--- src/hdl/mvm_pkg.sv ---
package mvm_pkg;

   localparam int MAX_DIM = 64;
   localparam int IDX_W   = $clog2(MAX_DIM);
   localparam int ADDR_W  = $clog2(MAX_DIM * MAX_DIM);
   localparam int CNT_W   = $clog2(MAX_DIM + 1);
   localparam int DIM_W   = 7;
   localparam int ELEM_W  = 16;
   localparam int ACC_W   = 32;
   localparam int ROW_W   = 6;
   localparam int CMD_W   = 2;

   localparam logic [DIM_W-1:0] DIM_RESET = DIM_W'(64);

   typedef enum logic [CMD_W-1:0] {
      CMD_WRITE_MATRIX = 2'd0,
      CMD_WRITE_VECTOR = 2'd1,
      CMD_COMPUTE      = 2'd2
   } cmd_type;

   typedef enum logic [1:0] {
      ST_IDLE,
      ST_RUN,
      ST_DRAIN
   } state_type;

   typedef struct packed {
      logic start;
      logic issue;
      logic write_matrix;
      logic write_vector;
   } ctrl_type;

   typedef struct packed {
      logic stall;
      logic issue_last;
      logic pipe_busy;
   } status_type;

   typedef struct packed {
      logic             valid;
      logic             first;
      logic             last_col;
      logic             last_row;
      logic [IDX_W-1:0] row;
   } tag_type;

endpackage

--- src/hdl/mvm_ctrl.sv ---
module mvm_ctrl (
   input  logic                         clock,
   input  logic                         reset,
   input  logic                         req_valid,
   output logic                         req_ready,
   input  logic [mvm_pkg::CMD_W-1:0]    req_command,
   input  mvm_pkg::status_type          status,
   output mvm_pkg::ctrl_type            ctrl
);

   mvm_pkg::state_type state_ff;
   mvm_pkg::state_type state_in;

   always_ff @(posedge clock) begin
      if (reset) begin
         state_ff <= mvm_pkg::ST_IDLE;
      end else begin
         state_ff <= state_in;
      end
   end

   always_comb begin
      state_in  = state_ff;
      req_ready = 1'b0;
      ctrl      = '0;
      case (state_ff)
         mvm_pkg::ST_IDLE: begin
            req_ready = 1'b1;
            if (req_valid) begin
               case (req_command)
                  mvm_pkg::CMD_WRITE_MATRIX: begin
                     ctrl.write_matrix = 1'b1;
                  end
                  mvm_pkg::CMD_WRITE_VECTOR: begin
                     ctrl.write_vector = 1'b1;
                  end
                  mvm_pkg::CMD_COMPUTE: begin
                     ctrl.start = 1'b1;
                     state_in   = mvm_pkg::ST_RUN;
                  end
                  default: begin
                  end
               endcase
            end
         end
         mvm_pkg::ST_RUN: begin
            ctrl.issue = 1'b1;
            if (!status.stall && status.issue_last) begin
               state_in = mvm_pkg::ST_DRAIN;
            end
         end
         mvm_pkg::ST_DRAIN: begin
            if (!status.pipe_busy) begin
               state_in = mvm_pkg::ST_IDLE;
            end
         end
         default: begin
            state_in = mvm_pkg::ST_IDLE;
         end
      endcase
   end

endmodule

--- config.mk ---
export PLATFORM = sky130hd
export DESIGN_NAME = mvm_ctrl
export DESIGN_NICKNAME = d
export VERILOG_FILES = /design/src/hdl/mvm_pkg.sv /design/src/hdl/mvm_ctrl.sv
export SDC_FILE = /design/constraint.sdc
export NUM_CORES = 1
export LEC_CHECK = 0
export CELL_PAD_IN_SITES_DETAIL_PLACEMENT = 1
export CELL_PAD_IN_SITES_GLOBAL_PLACEMENT = 2
export CORE_AREA = 2 2 39 41
export CTS_CLUSTER_DIAMETER = 30
export DETAILED_ROUTE_END_ITERATION = 7
export DIE_AREA = 0 0 41 43
export DONT_BUFFER_PORTS = 1
export GPL_TIMING_DRIVEN = 0
export PLACE_DENSITY = 0.4
export SLEW_MARGIN = 20
export SYNTH_ARGS = -nofsm -noshare
export SYNTH_HDL_FRONTEND = slang
export SYNTH_SLANG_ARGS = --single-unit
--- constraint.sdc ---
create_clock -name clock -period 1 [get_ports clock]
set_clock_uncertainty 0.1 [all_clocks]
set_input_delay 0.1 -clock clock [delete_from_list [all_inputs] [get_ports clock]]
set_output_delay 0.1 -clock clock [all_outputs]
set_load 0.02 [all_outputs]
-- Yosys cells after proc, flatten, opt, wreduce, memory -nomap -nowiden
Index checks and enable logic that the tools add are counted.
- eq/ne operators: 8
- muxes and demuxes: 14
- reductions and logical operators: 5
- operators with widths (kind ; number):
    two-way mux 2 bit ; 6
    two-way mux 1 bit ; 7
    inequality test 2 bit, second input constant ; 3
    one-hot mux 2 bit (3 select lines) ; 1
    == test 2 x 1 -> 1 bit, second input constant ; 2
    == test 2 bit, second input constant ; 2
    zero test 2 bit ; 2
    AND reduction 4 bit ; 1
    inequality test 2 x 1 -> 1 bit, second input constant ; 1
    logical AND 1 bit ; 1
    zero test 1 bit ; 1
- register bits: 2
- input bits: 8
- output and inout bits: 5
- logic and storage cells: 28

-- Longest topological paths before layout
- word-level depth: 4
- mapped depth: 2
- gate-level depth less buffers: 2

-- Worst setup path before layout
OpenSTA, ideal clock, no wires.
- path kind: register to output
- start: register state_ff[1]
- end: output port ctrl[1] (netlist name)
- data arrival time: 1.167 ns
- data required time: 0.800 ns
- slack: -0.367 ns
- cell stages (with the launch flop): 3
- path buffers: 0
- cells stage by stage: dfxtp_1 -> or4b_4 -> nor2_1
- RTL lines (what ; RTL line ; source):
    from (decl) ; mvm_ctrl.sv:11 ; mvm_pkg::state_type state_ff;
    from (signal assigned) ; mvm_ctrl.sv:16 ; state_ff <= mvm_pkg::ST_IDLE;
    from (signal assigned) ; mvm_ctrl.sv:18 ; state_ff <= state_in;
    to (decl) ; mvm_ctrl.sv:8 ; output mvm_pkg::ctrl_type ctrl

==> out/metrics.cfg <==
[clock_tree]
clock-sinks=2
cts_root_buf=clkbuf_4
insertion_delay_ns=0.23
clk_pin_slew_ns=0.03
cts_tree=built
cts_buffers=3
cts_buffer_depth=2
htreeDepth=1

[sta]
whs_ns=0.05450
worst_pin_slew_ns=0.1728
final.period_utilization_pct=148.9
setup_ws_ns=-0.4893
finalWorstPathRequiredPeriod_ns=1.489
slew_headroom_pct=88.45
setup-violations-final=7
hold_viol_final=0
drv_slew=0
rsz0062_at_grt=true
timing.fmax_mhz=671.5

[routing]
vias_per_cell=4.087
dr.pass1.iters=1
routed_wl_um=566
wire_per_inst_um=12.30
drt_iter0_drc=0
drtAntennaViolNets=0
drc=0
vias=188

[pwr]
power_frac_comb_pct=25.0
clkPwrFrac_pct=52.3
p_sw_share_pct=27.39
p_leak_uw=0.0001302
p_seq_share_pct=22.8
ir_drop_uv=174.6
powerDensity_mw_per_mm2=1108
net-switching-power_uw=101.0
internal_power_uw=267.9

[placed_design]
dp_cells=33
place_area_um2=187.7
dp_slack_ns=-0.2901
gp_congestion=0.5116
io_buffers=0

[yosys]
synth_edf_count=0
synth.most_common_cell=nor2_1
netlist_area_um2=151.4
yosys-top-cells-count=3 x nor2_1, 2 x dfxtp_1
netlist_top_cells_area=dfxtp_1 26%, or4b_4 9.1%, o22ai_2 8.3%, nand4bb_1 7.4%, nor2_1 7.4%
yosysUniqueCellTypes=14
syn-num-nets=25
syn_area_per_cell_um2=8.906
ys_warn_count=0
ys.flop_type=dfxtp_1
synth-seq-area-share_pct=26.45
synth_top_area_share_pct=26.45
async_flop_share_pct=0
ys_seq_elements=2
syn_inst=17
synth_top_area_cell=dfxtp_1

[grt]
grt_max_degree=7
antenna_found_initial=0
grt_pass1_wl_um=897
grt_pass1_vias=228
grt_use_total_pct=7.908
grt_overflow_total=0

[critical_path]
crit_path_end_kind=output pin
crit_family=simple AND/OR/NAND/NOR gates
worst-endpoint-required_ns=0.80
cp-start-kind=register
slowest_stage=or4b_4
critPathKind=reg -> out
cpPeakStageDelay_ns=0.56
path_buf_inv=0
arrival_ns=1.29
cp_cell_sequence=or4b_4 -> nor2_4
cp_max_fo=3

[hold_path]
worst_hold_path_type=in -> reg

[run_status]
failed_checks=negative setup slack
status=finished with violations

[layout]
largest_reg_flops=2
finish.utilization_pct=24.05
fin_area_um2=332.8
largest-register=state_ff
n_fill_cell=165
fin_cells=46
top_regs=state_ff (2)
n_antenna_cell=0
fin_nets=40
drive_gt1_share_pct=66.67
syn2layout_area_growth_pct=119.8

[flow_run]
maxCapViolations=0

[floorplanning]
fp.dieW_um=41
die_area_mm2=0.001763
die_height_um=43
coreArea_mm2=0.001384
start_util_pct=10.94
rows=14
ioPinCount=13

==> power groups by stage <==
stage                     Combinational [uW]  Sequential (uW)  Clock, uW
after floorplan                         43.3             86.8          0
after global placement                  46.4             87.8          0
after detailed placement                46.7             88.1          0
after CTS                               88.0             84.1        200
after global routing                    99.5             84.6        203
final                                   92.1             84.0        193
==> kinds of logic (layout without fill, tap and decap cells) <==
family | after synthesis | in the layout | share of synthesized area (%)
buf+inv | 2 | 15 | 7.437
simple gates | 11 | 11 | 54.55
compound gates | 2 | 2 | 11.57
flops | 2 | 2 | 26.45
==> path summary, 6_finish.rpt <==
check                     end   startpoint  slack [ns]  depth (start not counted)
setup / recovery      ctrl[3]  state_ff[0]       -0.49                          2
hold reg to reg   state_ff[1]  state_ff[1]        0.46                          2
setup reg to reg  state_ff[0]  state_ff[0]       -0.37                          6
hold / removal    state_ff[0]    status[1]        0.05                          2
==> placed cells by master (no fill, tap or decap) <==
cell type,n
dfxtp_2,1
and4_4,1
and2b_2,1
clkbuf_4,3
nand3b_1,1
or4b_4,1
buf_4,2
dfxtp_4,1
nand2b_1,1
dlygate4sd3_1,5
a21oi_2,1
buf_6,4
nand4bb_1,1
nor2b_1,1
nor2_4,3
o22ai_2,1
inv_1,1
or3b_4,1
==> routing by layer <==
| metal | track usage, % | vias up | share of wire, % |
|---|---|---|---|
| met5 | 0 | - | 0 |
| met4 | 8.000 | 0 | 3.4 |
| met3 | 3.665 | 2 | 11 |
| met2 | 10.31 | 12 | 43 |
| met1 | 8.599 | 85 | 42 |
| li1 | - | 89 | - |
==> repair_timing <==
action	CTS	global route
setup buffers	4	2
resized for setup	10	3
pin swaps	3	2
hold endpoints to repair	2	0
endpoints found under the setup margin	6	7
hold buffers	5	0
==> metrics by stage <==
stage	total power (uW)	TNS [ns]
after floorplan	130.1	-0.8376
after global placement	134.2	-1.007
after detailed placement	134.7	-1.032
after CTS	372.3	-2.367
after global routing	386.9	-2.729
final	368.9	-2.460
==> cell type report <==
class	instances	area, um2	area share [%]
repair buffers	10	98.84	29.70
well taps	16	20.02	6.015
multi-input cells	13	131.4	39.47
clock buffers	3	22.52	6.767
inverters	1	3.754	1.128
flip-flops and latches	2	45.04	13.53
plain buffers	1	11.26	3.383
Note: power is estimated with default switching activity, not from simulation.
